===== config.mk =====
export PLATFORM = sky130hd
export DESIGN_NAME = block_chain_validator_flat
export DESIGN_NICKNAME = d
export VERILOG_FILES = /design/src/rtl/bcv_pkg.sv /design/src/rtl/bcv_if.sv /design/src/rtl/block_chain_validator.sv /design/src/rtl/bcv_cfg.sv /design/src/rtl/bcv_check.sv /design/src/flat_wrapper.sv
export VERILOG_INCLUDE_DIRS = /design/src /design/src/rtl
export SDC_FILE = /design/constraint.sdc
export NUM_CORES = 1
export LEC_CHECK = 0
export BUFFER_PORTS_ARGS = -buffer_cell sky130_fd_sc_hd__buf_2
export CORE_ASPECT_RATIO = 0.6
export CORE_MARGIN = 5
export CORE_UTILIZATION = 61
export DETAILED_ROUTE_END_ITERATION = 8
export GPL_TIMING_DRIVEN = 0
export PLACE_DENSITY = 0.93
export RECOVER_POWER = 100
export SYNTH_ARGS = -nofsm -noshare
export SYNTH_HDL_FRONTEND = slang
export SYNTH_SLANG_ARGS = --single-unit

===== constraint.sdc =====
create_clock -name i_clk -period 9.7 [get_ports i_clk]
set_input_delay 1.94 -clock i_clk [delete_from_list [all_inputs] [get_ports i_clk]]
set_output_delay 1.94 -clock i_clk [all_outputs]
set_load 0.03 [all_outputs]

===== src/rtl/block_chain_validator_assert.svh =====
// Assertion macros for the block chain validator.
`ifndef BLOCK_CHAIN_VALIDATOR_ASSERT_SVH
`define BLOCK_CHAIN_VALIDATOR_ASSERT_SVH

// Same-cycle implication, disabled while in reset.
`define BCV_ASSERT_NOW(lbl, clk, rstn, ante, cons) \
    lbl: assert property (@(posedge clk) disable iff (!(rstn)) (ante) |-> (cons)) \
        else $error("bcv assertion failed");

// Next-cycle implication, disabled while in reset.
`define BCV_ASSERT_NEXT(lbl, clk, rstn, ante, cons) \
    lbl: assert property (@(posedge clk) disable iff (!(rstn)) (ante) |=> (cons)) \
        else $error("bcv assertion failed");

`endif


===== src/rtl/bcv_pkg.sv =====
// Types, constants and status codes shared by the block chain validator.
package bcv_pkg;

    localparam int UNPACKED_BLOCK_BYTES = 4096;
    localparam int WANT_W = $clog2(UNPACKED_BLOCK_BYTES + 1);
    localparam logic [31:0] HDR_BYTES  = 32'd6;
    localparam logic [31:0] MAX_PACKED = 32'h0001_0000;

    localparam int CFG_IDX_W = 2;
    localparam logic [CFG_IDX_W-1:0] CFG_DATA_AREA_START = CFG_IDX_W'(0);
    localparam logic [CFG_IDX_W-1:0] CFG_FILE_SIZE       = CFG_IDX_W'(1);

    localparam logic FUNC_START = 1'b0;
    localparam logic FUNC_BLOCK = 1'b1;

    localparam logic [15:0] METHOD_STORED  = 16'd0;
    localparam logic [15:0] METHOD_IMPLODE = 16'd1;

    localparam logic [3:0] ST_MORE    = 4'd0;
    localparam logic [3:0] ST_DONE    = 4'd1;
    localparam logic [3:0] ST_BOUNDS  = 4'd2;
    localparam logic [3:0] ST_OVERRUN = 4'd3;
    localparam logic [3:0] ST_METHOD  = 4'd4;
    localparam logic [3:0] ST_RANGE   = 4'd5;
    localparam logic [3:0] ST_STORED  = 4'd6;
    localparam logic [3:0] ST_IMPLODE = 4'd7;
    localparam logic [3:0] ST_IDLE    = 4'd8;

    typedef struct packed {
        logic        func;
        logic [31:0] member_offset;
        logic [31:0] region_end;
        logic [31:0] unpacked_size;
        logic [15:0] block_method;
        logic [31:0] block_length;
    } t_item;

    typedef struct packed {
        logic [3:0]  status;
        logic [31:0] stream_size;
    } t_result;

    // current offset never passes region end, so 32 bits hold it
    typedef struct packed {
        logic        active;
        logic [31:0] start;
        logic [31:0] cur_off;
        logic [31:0] produced;
        logic [31:0] wanted_total;
        logic [31:0] region_end;
    } t_chain;

    typedef struct packed {
        logic [31:0] data_area_start;
        logic [31:0] file_size;
    } t_cfg;

endpackage


===== src/rtl/bcv_if.sv =====
// Valid/ready channel interfaces of the block chain validator.
interface bcv_in_if;
    logic        valid;
    logic        ready;
    logic        func;
    logic [31:0] member_offset;
    logic [31:0] region_end;
    logic [31:0] unpacked_size;
    logic [15:0] block_method;
    logic [31:0] block_length;

    modport source (output valid, func, member_offset, region_end, unpacked_size,
                    block_method, block_length, input ready);
    modport sink (input valid, func, member_offset, region_end, unpacked_size,
                  block_method, block_length, output ready);
endinterface

interface bcv_out_if;
    logic        valid;
    logic        ready;
    logic [3:0]  status;
    logic [31:0] stream_size;

    modport source (output valid, status, stream_size, input ready);
    modport sink (input valid, status, stream_size, output ready);
endinterface

interface bcv_cfg_if;
    logic                         valid;
    logic                         ready;
    logic [bcv_pkg::CFG_IDX_W-1:0] index;
    logic [31:0]                  data;

    modport source (output valid, index, data, input ready);
    modport sink (input valid, index, data, output ready);
endinterface


===== src/rtl/block_chain_validator.sv =====
// Top level of the block chain validator: input register, chain state, result register.
// An accepted word moves to the result register when the result slot is free or draining.
// One word per cycle unless stalled; chain state updates in the same cycle it is read.
// A stalled result holds the word in the input register; intake stops once both are full.
// Reset (synchronous, active low) empties both registers, closes any chain, zeroes config.
module block_chain_validator (
    input  logic      i_clk,
    input  logic      i_rst_n,
    bcv_in_if.sink    i_in,
    bcv_out_if.source o_out,
    bcv_cfg_if.sink   i_cfg
);

    `include "block_chain_validator_assert.svh"

    // config registers
    bcv_pkg::t_cfg    w_cfg;

    // input register
    logic             r_in_valid;
    logic             n_in_valid;
    bcv_pkg::t_item   r_in;

    // chain state and its next value
    bcv_pkg::t_chain  r_chain;
    bcv_pkg::t_chain  n_chain;

    // result register
    logic             r_out_valid;
    logic             n_out_valid;
    bcv_pkg::t_result r_out;
    bcv_pkg::t_result n_out;

    logic             w_in_fire;
    logic             w_advance;
    logic             w_proc;

    bcv_cfg u_cfg (
        .i_clk   (i_clk),
        .i_rst_n (i_rst_n),
        .i_cfg   (i_cfg),
        .o_cfg   (w_cfg)
    );

    bcv_check u_check (
        .i_item   (r_in),
        .i_chain  (r_chain),
        .i_cfg    (w_cfg),
        .o_chain  (n_chain),
        .o_result (n_out)
    );

    // the held word moves on when the result slot is free or being drained
    assign w_advance   = !r_out_valid || o_out.ready;
    assign w_proc      = r_in_valid && w_advance;
    assign i_in.ready  = !r_in_valid || w_advance;
    assign w_in_fire   = i_in.valid && i_in.ready;

    always_comb begin
        n_in_valid = r_in_valid;
        if (w_in_fire) begin
            n_in_valid = 1'b1;
        end else if (w_proc) begin
            n_in_valid = 1'b0;
        end
        n_out_valid = r_out_valid;
        if (w_proc) begin
            n_out_valid = 1'b1;
        end else if (o_out.ready) begin
            n_out_valid = 1'b0;
        end
    end

    always_ff @(posedge i_clk) begin
        if (!i_rst_n) begin
            r_in_valid  <= 1'b0;
            r_out_valid <= 1'b0;
            r_chain     <= '0;
        end else begin
            r_in_valid  <= n_in_valid;
            r_out_valid <= n_out_valid;
            if (w_proc) begin
                r_chain <= n_chain;
            end
        end
    end

    // payload registers, no reset
    always_ff @(posedge i_clk) begin
        if (w_in_fire) begin
            r_in.func          <= i_in.func;
            r_in.member_offset <= i_in.member_offset;
            r_in.region_end    <= i_in.region_end;
            r_in.unpacked_size <= i_in.unpacked_size;
            r_in.block_method  <= i_in.block_method;
            r_in.block_length  <= i_in.block_length;
        end
        if (w_proc) begin
            r_out <= n_out;
        end
    end

    assign o_out.valid       = r_out_valid;
    assign o_out.status      = r_out.status;
    assign o_out.stream_size = r_out.stream_size;

    // an open chain never runs past its region end
    `BCV_ASSERT_NOW(a_off_in_region, i_clk, i_rst_n, r_chain.active,
                    r_chain.cur_off <= r_chain.region_end)

    // only a completion carries a stream length
    `BCV_ASSERT_NOW(a_size_only_done, i_clk, i_rst_n,
                    r_out_valid && r_out.status != bcv_pkg::ST_DONE,
                    r_out.stream_size == 32'd0)

    // a block word with no open chain reports no active chain
    `BCV_ASSERT_NEXT(a_idle_block, i_clk, i_rst_n,
                     w_proc && r_in.func == bcv_pkg::FUNC_BLOCK && !r_chain.active,
                     r_out_valid && r_out.status == bcv_pkg::ST_IDLE)

    // any result other than need-more leaves the chain closed
    `BCV_ASSERT_NEXT(a_close_on_end, i_clk, i_rst_n,
                     w_proc && n_out.status != bcv_pkg::ST_MORE, !r_chain.active)

endmodule


===== src/rtl/bcv_cfg.sv =====
// Configuration register file: data-area start and file size.
module bcv_cfg (
    input  logic          i_clk,
    input  logic          i_rst_n,
    bcv_cfg_if.sink       i_cfg,
    output bcv_pkg::t_cfg o_cfg
);

    bcv_pkg::t_cfg r_cfg;

    assign i_cfg.ready = 1'b1;
    assign o_cfg       = r_cfg;

    always_ff @(posedge i_clk) begin
        if (!i_rst_n) begin
            r_cfg <= '0;
        end else if (i_cfg.valid) begin
            // writes past the register list are dropped
            if (i_cfg.index == bcv_pkg::CFG_DATA_AREA_START) begin
                r_cfg.data_area_start <= i_cfg.data;
            end else if (i_cfg.index == bcv_pkg::CFG_FILE_SIZE) begin
                r_cfg.file_size <= i_cfg.data;
            end
        end
    end

endmodule


===== src/rtl/bcv_check.sv =====
// Per-word chain check: next chain state and result from one word.
module bcv_check (
    input  bcv_pkg::t_item   i_item,
    input  bcv_pkg::t_chain  i_chain,
    input  bcv_pkg::t_cfg    i_cfg,
    output bcv_pkg::t_chain  o_chain,
    output bcv_pkg::t_result o_result
);

    logic [32:0]                  w_body;
    logic [31:0]                  w_room;
    logic [31:0]                  w_remaining;
    logic [bcv_pkg::WANT_W-1:0]   w_wanted;
    logic [31:0]                  w_produced;
    logic [31:0]                  w_new_off;
    logic                         w_bad_bounds;

    always_comb begin
        w_body      = {1'b0, i_chain.cur_off} + {1'b0, bcv_pkg::HDR_BYTES};
        w_room      = i_chain.region_end - w_body[31:0];
        w_remaining = i_chain.wanted_total - i_chain.produced;
        if (w_remaining < 32'(bcv_pkg::UNPACKED_BLOCK_BYTES)) begin
            w_wanted = w_remaining[bcv_pkg::WANT_W-1:0];
        end else begin
            w_wanted = bcv_pkg::WANT_W'(bcv_pkg::UNPACKED_BLOCK_BYTES);
        end
        w_produced   = i_chain.produced + 32'(w_wanted);
        w_new_off    = w_body[31:0] + i_item.block_length;
        w_bad_bounds = (i_item.member_offset < i_cfg.data_area_start)
                    || (i_item.region_end > i_cfg.file_size)
                    || (i_item.member_offset > i_item.region_end);

        o_chain  = i_chain;
        o_result = '{status: bcv_pkg::ST_MORE, stream_size: 32'd0};

        if (i_item.func == bcv_pkg::FUNC_START) begin
            o_chain.active = 1'b0;
            if (w_bad_bounds) begin
                o_result.status = bcv_pkg::ST_BOUNDS;
            end else begin
                o_chain.start        = i_item.member_offset;
                o_chain.cur_off      = i_item.member_offset;
                o_chain.region_end   = i_item.region_end;
                o_chain.produced     = 32'd0;
                o_chain.wanted_total = i_item.unpacked_size;
                if (i_item.unpacked_size == 32'd0) begin
                    o_result.status = bcv_pkg::ST_DONE;
                end else begin
                    o_chain.active = 1'b1;
                end
            end
        end else begin
            priority if (!i_chain.active) begin
                o_result.status = bcv_pkg::ST_IDLE;
            end else if (w_body > {1'b0, i_chain.region_end}) begin
                o_chain.active  = 1'b0;
                o_result.status = bcv_pkg::ST_OVERRUN;
            end else if (i_item.block_method != bcv_pkg::METHOD_STORED
                      && i_item.block_method != bcv_pkg::METHOD_IMPLODE) begin
                o_chain.active  = 1'b0;
                o_result.status = bcv_pkg::ST_METHOD;
            end else if (i_item.block_length > bcv_pkg::MAX_PACKED
                      || i_item.block_length > w_room) begin
                o_chain.active  = 1'b0;
                o_result.status = bcv_pkg::ST_RANGE;
            end else if (i_item.block_method == bcv_pkg::METHOD_STORED
                      && i_item.block_length != 32'(w_wanted)) begin
                o_chain.active  = 1'b0;
                o_result.status = bcv_pkg::ST_STORED;
            end else if (i_item.block_method == bcv_pkg::METHOD_IMPLODE
                      && i_item.block_length == 32'd0) begin
                o_chain.active  = 1'b0;
                o_result.status = bcv_pkg::ST_IMPLODE;
            end else begin
                o_chain.produced = w_produced;
                o_chain.cur_off  = w_new_off;
                if (w_produced >= i_chain.wanted_total) begin
                    o_chain.active       = 1'b0;
                    o_result.status      = bcv_pkg::ST_DONE;
                    o_result.stream_size = w_new_off - i_chain.start;
                end
            end
        end
    end

endmodule


===== src/flat_wrapper.sv =====
// flat-port wrapper written by rule: the top's interface ports become plain ports
module block_chain_validator_flat 
  (i_clk, i_rst_n, i_in_valid, i_in_func, i_in_member_offset, i_in_region_end, i_in_unpacked_size, i_in_block_method, i_in_block_length, i_in_ready, o_out_valid, o_out_status, o_out_stream_size, o_out_ready, i_cfg_valid, i_cfg_index, i_cfg_data, i_cfg_ready);
  bcv_in_if i_in_i ();
  bcv_out_if o_out_i ();
  bcv_cfg_if i_cfg_i ();
  input  logic i_clk;
  input  logic i_rst_n;
  input wire logic [$bits(i_in_i.valid)-1:0] i_in_valid;
  input wire logic [$bits(i_in_i.func)-1:0] i_in_func;
  input wire logic [$bits(i_in_i.member_offset)-1:0] i_in_member_offset;
  input wire logic [$bits(i_in_i.region_end)-1:0] i_in_region_end;
  input wire logic [$bits(i_in_i.unpacked_size)-1:0] i_in_unpacked_size;
  input wire logic [$bits(i_in_i.block_method)-1:0] i_in_block_method;
  input wire logic [$bits(i_in_i.block_length)-1:0] i_in_block_length;
  output wire logic [$bits(i_in_i.ready)-1:0] i_in_ready;
  output wire logic [$bits(o_out_i.valid)-1:0] o_out_valid;
  output wire logic [$bits(o_out_i.status)-1:0] o_out_status;
  output wire logic [$bits(o_out_i.stream_size)-1:0] o_out_stream_size;
  input wire logic [$bits(o_out_i.ready)-1:0] o_out_ready;
  input wire logic [$bits(i_cfg_i.valid)-1:0] i_cfg_valid;
  input wire logic [$bits(i_cfg_i.index)-1:0] i_cfg_index;
  input wire logic [$bits(i_cfg_i.data)-1:0] i_cfg_data;
  output wire logic [$bits(i_cfg_i.ready)-1:0] i_cfg_ready;
  assign i_in_i.valid = i_in_valid;
  assign i_in_i.func = i_in_func;
  assign i_in_i.member_offset = i_in_member_offset;
  assign i_in_i.region_end = i_in_region_end;
  assign i_in_i.unpacked_size = i_in_unpacked_size;
  assign i_in_i.block_method = i_in_block_method;
  assign i_in_i.block_length = i_in_block_length;
  assign i_in_ready = i_in_i.ready;
  assign o_out_valid = o_out_i.valid;
  assign o_out_status = o_out_i.status;
  assign o_out_stream_size = o_out_i.stream_size;
  assign o_out_i.ready = o_out_ready;
  assign i_cfg_i.valid = i_cfg_valid;
  assign i_cfg_i.index = i_cfg_index;
  assign i_cfg_i.data = i_cfg_data;
  assign i_cfg_ready = i_cfg_i.ready;
  block_chain_validator u_core (.i_clk(i_clk), .i_rst_n(i_rst_n), .i_in(i_in_i), .o_out(o_out_i), .i_cfg(i_cfg_i));
endmodule

==> results.cfg <==
[cts]
tritoncts = done
clkLatencyLatePin_ns = 0.59
hold_buffers = 0
cts_buffer_depth = 3
numCtsBuffers = 41
cts_root_buf = clkbuf_16
cts.sinks = 408
clkSlewWorstSetupHoldPaths_ns = 0.07
htree_levels = 2

[power]
internal_power_mw = 3.04
seqPwrFrac = 0.446
netSwitchingFraction = 0.294
switchingPower_mw = 1.27
power_frac_comb = 0.176
p_per_area_mw_per_mm2 = 144
pwr-share-clk = 0.378
leakage_nw = 12.1
ir_drop_mv = 0.155

[worst_setup_path]
crit_slowest_cell = nor4_1
critPathArrivalTime_ns = 9.99
r2r_slack_ns = 0.21
rr_worst_depth = 29
start_kind = flop
critical_path.max_stage_delay_ns = 1.15
r2r-start = u_core.r_chain[97]
required_ns = 10.20
rr_endpoint = u_core.r_chain[78]
end_kind = flop
crit_path_max_fanout = 10
path_common_cell = o21ai_0
crit_type = flop to flop

[min_path]
min_path_type = flop to flop
hold_depth = 2
hold_end = u_core.r_chain[86]
hold_start = u_core.r_chain[86]

[synth]
ys.flop_type = dfxtp_1
synth_top_area_share = 0.204
yosysSeqAreaShare = 0.375
synth_warnings = 0
yosys.area.top_type = edfxtp_1
avgSynthCellArea_um2 = 8.66
syn_inst = 3074
synth-seq-cells = 408
synthesis.area_mm2 = 0.0266
synth_edf_count = 181
synth_cell_types = 79
synth_nets = 3592
yosys-top-cells-area = edfxtp_1 (20%), dfxtp_1 (17%), ha_1 (15%), nand2_1 (6.5%), a21oi_1 (6.3%)
synthArstFlopShare = 0

[detailed_routing]
drtIter0Drc = 3494
wl_per_cell_um = 20.8
via_per_inst = 6.19
vias = 24502
antenna_left = 0
wl_mm = 82.5
drc = 0
firstDrtPassIters = 7

[sta]
maxSlewHeadroom = -1.55
fin_crit_sh = 0.978
finClkSkew_ns = 0.0320
setup_viol = 0
whs_ns = 0.453
min_period_ns = 9.49
tightest_slew_ns = 3.83
max_freq_mhz = 105
finalHoldViolCount = 0
slew_viol_final = 203

[outcome]
violations = capacitance limit, slew limit
status = finished with violations

[floorplanning]
start_util = 0.615
dieArea_mm2 = 0.0481
core_area_mm2 = 0.0433
die_height_um = 172
die_w_um = 280
rows = 59
io_pins = 223

[global_route]
grt_first_pass_wirelength_mm = 126
grt_start_max_net_pins = 65
grt_pass1_vias = 22935
grt_overflow = 0
grtUsageTotal = 0.332
antenna_found_initial = 1

[placement]
port_buffers = 221
dp_cells = 3877
gp_congestion = 0.997
dp_hpwl_mm = 64.3

[final_layout]
antenna_cells = 0
stdcell_count = 3960
fillCellCount = 3315
ff_latch_area_mm2 = 0.00998
layout-drive-gt1-share = 0.0935
multi_input_area_mm2 = 0.0152
syn_to_final_growth_pct = 12.3
final_cell_mix = nand2_1 (463), a21oi_1 (335), ha_1 (329), inv_1 (304), dfxtp_1 (227)
final_common_cell = nand2_1
layout.nets = 3866

[run]
cap_violations = 6
cells in the mapped netlist, types with 7 or more instances:
| cell | n |
|---|---|
| or2_2 | 11 |
| o21a_1 | 27 |
| xor2_1 | 56 |
| nand3_1 | 71 |
| nand2_1 | 462 |
| xnor2_1 | 108 |
| o31ai_1 | 9 |
| a21o_1 | 79 |
| and3_1 | 26 |
| nand3b_1 | 7 |
| nand4_1 | 53 |
| a21oi_1 | 335 |
| or3_1 | 10 |
| ha_1 | 329 |
| o21bai_1 | 20 |
| clkbuf_1 | 78 |
| edfxtp_1 | 181 |
| a221oi_2 | 22 |
| a31oi_1 | 15 |
| o211ai_1 | 9 |
| inv_1 | 304 |
| and2_1 | 12 |
| nor2b_1 | 38 |
| a211o_1 | 7 |
| nor4_1 | 28 |
| nor2_1 | 185 |
| nor3_1 | 73 |
| dfxtp_1 | 227 |
| a221oi_1 | 7 |
| o2111ai_1 | 7 |
| a21boi_0 | 8 |
| nand2b_1 | 36 |
| a211oi_1 | 15 |
| o21ai_0 | 102 |
| mux2i_1 | 7 |
how the worst max path moves through the flow:
stage / startpoint / end / cells past startpoint
4_1_cts: u_core.r_chain[64] / u_core.o_out.stream_size[3] / 40
2_1_floorplan: u_core.r_chain[32] / u_core.o_out.stream_size[3] / 43
5_1_grt: u_core.r_chain[64] / u_core.o_out.stream_size[31] / 43
3_3_place_gp: u_core.r_chain[77] / u_core.o_out.stream_size[24] / 37
6_report: u_core.r_chain[97] / u_core.r_chain[78] / 29
3_5_place_dp: u_core.r_chain[64] / u_core.o_out.stream_size[24] / 38
kinds of logic (layout without fill, tap and decap cells):
group	Yosys count	count (layout)	share of synthesized area
DFF	408	408	0.375
and+or+nand+nor	1040	1040	0.180
muxes	8	8	0.00305
adders and majority gates	334	334	0.158
xor gates and xnor gates	164	164	0.0539
buffers and inverters	400	707	0.0584
other	1	1	0.000141
AOI/OAI and AO/OA	719	719	0.172
critical path, delay by kind of cell, from the launching register on:
family / cells / cell delay [ns]
flops: 1 / 0.49
buf+inv: 4 / 1.58
fa+ha+maj: 3 / 1.04
simple gates: 8 / 2.55
compound gates: 13 / 3.67
xor+xnor: 1 / 0.08
metal layers:
layer,part of all wire,global-route usage,up-vias
met5,0.00024,0,-
met4,0.038,0.108,2
met1,0.41,0.475,11396
li1,-,-,11316
met3,0.15,0.108,260
met2,0.40,0.478,1528
layout make-up:
type | count | share of cell area
clock buffers | 54 | 0.0386
inverters | 305 | 0.0383
flip-flops and latches | 408 | 0.334
multi-input cells | 2266 | 0.508
clock inverters | 22 | 0.00703
well taps | 579 | 0.0242
plain buffers | 94 | 0.0128
repair buffers | 232 | 0.0377
power by group through the flow:
| stage | clock, mW | sequential, mW | combinational, mW |
|---|---|---|---|
| after floorplan | 0 | 1.94 | 0.480 |
| final | 1.63 | 1.92 | 0.757 |
| after detailed placement | 0 | 1.95 | 0.705 |
| after CTS | 1.63 | 1.92 | 0.719 |
| after global routing | 1.70 | 1.92 | 0.819 |
| after global placement | 0 | 1.96 | 0.677 |
sequential cells by signal, summed over array words and instances (netlist names):
register                  count
u_core.r_chain              161
u_core.r_in                 145
u_core.o_out.stream_size     32
u_core.o_out.status           4
u_core.o_out.valid            1
u_core.r_in_valid             1
u_core.u_cfg.o_cfg           64
repair_timing:
item,CTS,global route
endpoints found under the setup margin,34,34
setup buffers,2,6
pin swaps,0,8
resized for setup,12,20
gates cloned,0,0
per-stage QoR:
stage,utilization,power [mW],setup TNS (ns),instance area [um^2],setup slack [ns]
after detailed placement,0.660,2.66,-32.47,28500,-1.25
after floorplan,-,2.42,0,26600,1.96
after global routing,0.691,4.45,-0.0826,29900,-0.0380
after global placement,0.658,2.64,-29.19,28500,-1.18
after CTS,0.693,4.27,0,30000,0.0493
final,0.691,4.31,0,29900,0.209
(Power assumes the default switching activity.)
